File: src/rtl/core/vcps_pkg.sv
package vcps_pkg;

    localparam int MAX_VERTS  = 256;
    localparam int COORD_BITS = 24;
    localparam int ID_BITS    = 20;

    // offset from the site needs one bit more than a coordinate
    localparam int OFF_BITS  = COORD_BITS + 1;
    localparam int PROD_BITS = 2 * OFF_BITS;
    localparam int ACC_BITS  = PROD_BITS + 1;
    localparam int SQ_BITS   = PROD_BITS;
    localparam int SLOT_BITS = $clog2(MAX_VERTS);
    localparam int CNT_BITS  = SLOT_BITS + 1;
    localparam int STEP_BITS = 2;

    localparam logic ACTION_SITE   = 1'b0;
    localparam logic ACTION_VERTEX = 1'b1;

    // mac sequence: x, y, z products, then the final add
    localparam logic [STEP_BITS-1:0] STEP_X   = STEP_BITS'(0);
    localparam logic [STEP_BITS-1:0] STEP_Y   = STEP_BITS'(1);
    localparam logic [STEP_BITS-1:0] STEP_Z   = STEP_BITS'(2);
    localparam logic [STEP_BITS-1:0] STEP_ADD = STEP_BITS'(3);

    typedef enum logic [2:0] {
        S_IDLE,
        S_SQ,
        S_STORE,
        S_FIN,
        S_RD,
        S_DOT,
        S_CMP,
        S_OUT
    } t_state;

    typedef struct packed {
        logic clr;
        logic mul_en;
        logic add_en;
    } t_mac_ctrl;

    typedef struct packed {
        logic [SQ_BITS-1:0]         sq;
        logic [ID_BITS-1:0]         id;
        logic signed [OFF_BITS-1:0] x;
        logic signed [OFF_BITS-1:0] y;
        logic signed [OFF_BITS-1:0] z;
    } t_entry;

    localparam int ENTRY_BITS = $bits(t_entry);

endpackage

File: src/rtl/core/vcps_mac.sv
module vcps_mac (
    input  logic                                   i_clk,
    input  vcps_pkg::t_mac_ctrl                    i_ctrl,
    input  logic signed [vcps_pkg::OFF_BITS-1:0]   i_a,
    input  logic signed [vcps_pkg::OFF_BITS-1:0]   i_b,
    output logic signed [vcps_pkg::ACC_BITS-1:0]   o_acc
);

    logic signed [vcps_pkg::PROD_BITS-1:0] r_prod;
    logic signed [vcps_pkg::ACC_BITS-1:0]  r_acc;
    logic signed [vcps_pkg::ACC_BITS-1:0]  n_acc;

    // product is registered; the add uses the previous step's product
    always_comb begin
        n_acc = i_ctrl.clr ? '0 : r_acc;
        if (i_ctrl.add_en) begin
            n_acc = n_acc + vcps_pkg::ACC_BITS'(r_prod);
        end
    end

    always_ff @(posedge i_clk) begin
        if (i_ctrl.mul_en) begin
            r_prod <= i_a * i_b;
        end
        r_acc <= n_acc;
    end

    assign o_acc = r_acc;

endmodule

File: config.mk
export PLATFORM = sky130hd
export DESIGN_NAME = vcps_mac
export DESIGN_NICKNAME = d
export VERILOG_FILES = /design/src/rtl/core/vcps_pkg.sv /design/src/rtl/core/vcps_mac.sv
export SDC_FILE = /design/constraint.sdc
export NUM_CORES = 2
export LEC_CHECK = 0
export BUFFER_PORTS_ARGS = -buffer_cell sky130_fd_sc_hd__buf_4
export CAP_MARGIN = 5
export CORE_ASPECT_RATIO = 0.5
export CORE_MARGIN = 2
export CORE_UTILIZATION = 45
export CTS_CLUSTER_SIZE = 14
export DETAILED_ROUTE_END_ITERATION = 10
export MAX_ROUTING_LAYER = met4
export PLACE_DENSITY_LB_ADDON = 0.25
export REMOVE_ABC_BUFFERS = 1
export SLEW_MARGIN = 20
export SYNTH_ARGS = -nofsm -noshare
export SYNTH_HDL_FRONTEND = slang
export SYNTH_SLANG_ARGS = --single-unit
File: constraint.sdc
create_clock -name i_clk -period 9.6 [get_ports i_clk]
set_clock_uncertainty 0.15 [all_clocks]
set_input_delay 0.48 -clock i_clk [delete_from_list [all_inputs] [get_ports i_clk]]
set_output_delay 0.48 -clock i_clk [all_outputs]
set_load 0.005 [all_outputs]
==> impl_metrics.tcl <==
set metrics [dict create \
    outcome "finished, final reports clean" \
    netlist_instances 3037 \
    crit_buf_inv 6 \
    post_drt_wl_per_cell_um 17.3 \
    fin_crit_sh_pct 78.9 \
    ys_seq_elements 101 \
    slew_headroom_pct 44.4 \
    arrival_ns 7.53 \
    cts_resized 0 \
    antenna_found_initial 0 \
    synth_cell_types 67 \
    synth-xor-area-share_pct 2.98 \
    rsz0062_at_grt "no" \
    critPathLaunchType "input port" \
    hold_path.class "reg -> reg" \
    overflow 0 \
    synth_top_family_by_area "adder cells" \
    grt_max_degree 59 \
    syn_to_final_growth_pct 5.83 \
    critPathTopFamily "adder cells" \
    cpMostUsedCell "fa_1" \
    drtIter0Drc 1050 \
    setup_violations 0 \
    synthSimpleGateAreaFrac_pct 15.0 \
    cts_buffers 9 \
    grt_pass1_vias 22500 \
    clk_pin_slew_ns 0.06 \
    drcViolationCount 0 \
    cp_slowest_cell "fa_1" \
    synth_compound_area_share_pct 7.32 \
    synth-async-reset-ratio_pct 0 \
    die_w_um 362 \
    gp_congestion 0.895 \
    grt_util_all_layers_pct 22.4 \
    crit_path_end_kind "flop" \
    synth_fa_ha_area_share_pct 54.1 \
    finalSetupTns_ns 0 \
    ys.flop_type "dfxtp_1" \
    cts_tree "built" \
    cts.sinks 101 \
    yosys_warnings 0 \
    timing.rr.start "o_acc[0]" \
    core_area_um2 63200 \
    required_ns 9.55 \
    dp_hpwl_mm 55.0 \
    synthMuxAreaShare_pct 1.75 \
    initial_utilization_pct 45.6 \
    hold_path.startpoint "o_acc[50]" \
    io_buffers 104 \
    cts.path.max_buffers 2 \
    clock_latency_ns 0.37 \
    grt_first_pass_wirelength_mm 114 \
    routed_wl_mm 66.9 \
    viasPerCell 5.22 \
    worst_pin_slew_ns 0.832 \
    critPathMaxFanout 25 \
    path_class "in -> reg" \
    die_height_um 183 \
    ctsHoldBuffers 0 \
    num_vias 20200 \
    die_area_um2 66200 \
    maxSlewViolCount 0 \
    netlist_area_um2 28800 \
    hold_viol_final 0 \
    min_period_ns 7.58 \
    max_stage_delay_ns 0.55 \
    htreeDepth 3 \
    postSynthAreaPerCell_um2 9.49 \
    rows 65 \
    ys_seq_area_share_pct 8.75 \
    diodes 0 \
    ant_nets 0 \
    cts_setup_buffers 0 \
    synth_edf_count 50 \
    drive_above_1_share_pct 5.86 \
    first_pass_iters 5 \
    root_buffer "clkbuf_16" \
    finalNetCount 3940 \
    max_clock_freq_mhz 132 \
    ioPinCount 105 \
    critPathLaunch "i_a[13]" \
    cap_violations 0 \
]
## cell families after synthesis
kind of cell,Yosys count
compound gates,313
xor+xnor,98
fa+ha+maj,850
buf+inv,775
flops,101
mux,45
simple gates,855
## per-layer routing
metal / routed length [um] / global-route usage (%) / up-vias
met1: 27200 / 26.9 / 10500
met5: 0 / - / -
met4: 2270 / 7.08 / 0
met2: 34800 / 40.0 / 448
li1: - / - / 9184
met3: 2690 / 2.31 / 127
## path summary, 6_finish.rpt
kind	end	slack, ns	cells after the start
hold reg to reg	o_acc[50]	0.37	2
setup reg to reg	o_acc[48]	5.30	14
hold / removal	o_acc[50]	0.37	2
setup / recovery	r_prod[49]	2.02	25
## worst reg2reg max path, cell delays in order (launching register included)
cell and delay, ns:
dfxtp_1 0.34, nor2b_1 0.18, ha_1 0.23, inv_1 0.07
fa_1 0.44, nor2b_1 0.16, o2111ai_1 0.17, a21oi_2 0.28
o21bai_1 0.22, a211oi_1 0.53, o2111ai_1 0.36, a211oi_1 0.44
o31a_1 0.22, nor4_1 0.05, a311o_1 0.34
## per-stage QoR
stage / util [%] / setup slack [ns] / hold WS, ns / instance area [um^2] / instances
global route: 48.3 / 1.68 / 0.394 / 30500 / 3877
finish: 48.3 / 2.02 / 0.367 / 30500 / 3877
detailed placement: 47.8 / 1.71 / 0.349 / 30200 / 3862
CTS: 48.3 / 2.09 / 0.363 / 30500 / 3877
floorplan: - / 2.80 / 0.341 / 28400 / 2919
global placement: 47.8 / 1.87 / 0.338 / 30200 / 3862
## layout make-up
type | count | area [um^2]
well taps | 837 | 1050
clock buffers | 9 | 225
fillers | 5944 | 32700
multi-input cells | 2161 | 23400
flip-flops and latches | 101 | 2520
clock inverters | 6 | 55.1
inverters | 657 | 2470
repair buffers | 106 | 796
## cell usage after synthesis, drive strengths merged (3+ instances only)
cell type / number / area, um^2
a211o: 5 / 43.8
a211oi: 15 / 118
a21boi: 5 / 37.5
a21o: 52 / 390
a21oi: 96 / 495
a311oi: 4 / 35.0
a31o: 3 / 26.3
a31oi: 12 / 90.1
and2: 315 / 1970
and3: 15 / 93.8
buf: 3 / 12.5
clkbuf: 115 / 432
dfxtp: 51 / 1020
edfxtp: 50 / 1500
fa: 659 / 13200
ha: 191 / 2390
inv: 656 / 2460
mux2: 42 / 473
mux2i: 3 / 30.0
nand2: 341 / 1280
nand2b: 21 / 131
nand3: 14 / 70.1
nand4: 8 / 50.1
nor2: 59 / 221
nor2b: 59 / 369
nor3: 8 / 40.0
o2111ai: 3 / 26.3
o211ai: 9 / 67.6
o21a: 15 / 113
o21ai: 47 / 243
o21bai: 16 / 120
o31a: 3 / 26.3
o31ai: 5 / 37.5
or3: 7 / 43.8
xnor2: 71 / 622
xor2: 27 / 236
## cell usage in the layout, fill, tap and decap left out, types with 21 or more instances in the layout
| cell type | Yosys | routed |
|---|---|---|
| ha_1 | 191 | 191 |
| and2_1 | 315 | 315 |
| fa_1 | 659 | 659 |
| nor2_1 | 59 | 59 |
| nand2_1 | 341 | 341 |
| nand2b_1 | 21 | 21 |
| nor2b_1 | 59 | 59 |
| edfxtp_1 | 50 | 50 |
| o21ai_0 | 34 | 34 |
| buf_4 | 0 | 106 |
| mux2_2 | 42 | 42 |
| a21oi_1 | 92 | 92 |
| dfxtp_1 | 51 | 51 |
| xor2_1 | 27 | 27 |
| xnor2_1 | 71 | 71 |
| a21o_1 | 52 | 52 |
| inv_1 | 656 | 656 |
## sequential cells by signal, indices dropped and copies added (netlist names)
signal	flops
o_acc	51
r_prod	50
Power is left out: the tool's default activity adds up to more than one toggle a clock period on the data nets, which glitch-free logic cannot reach.
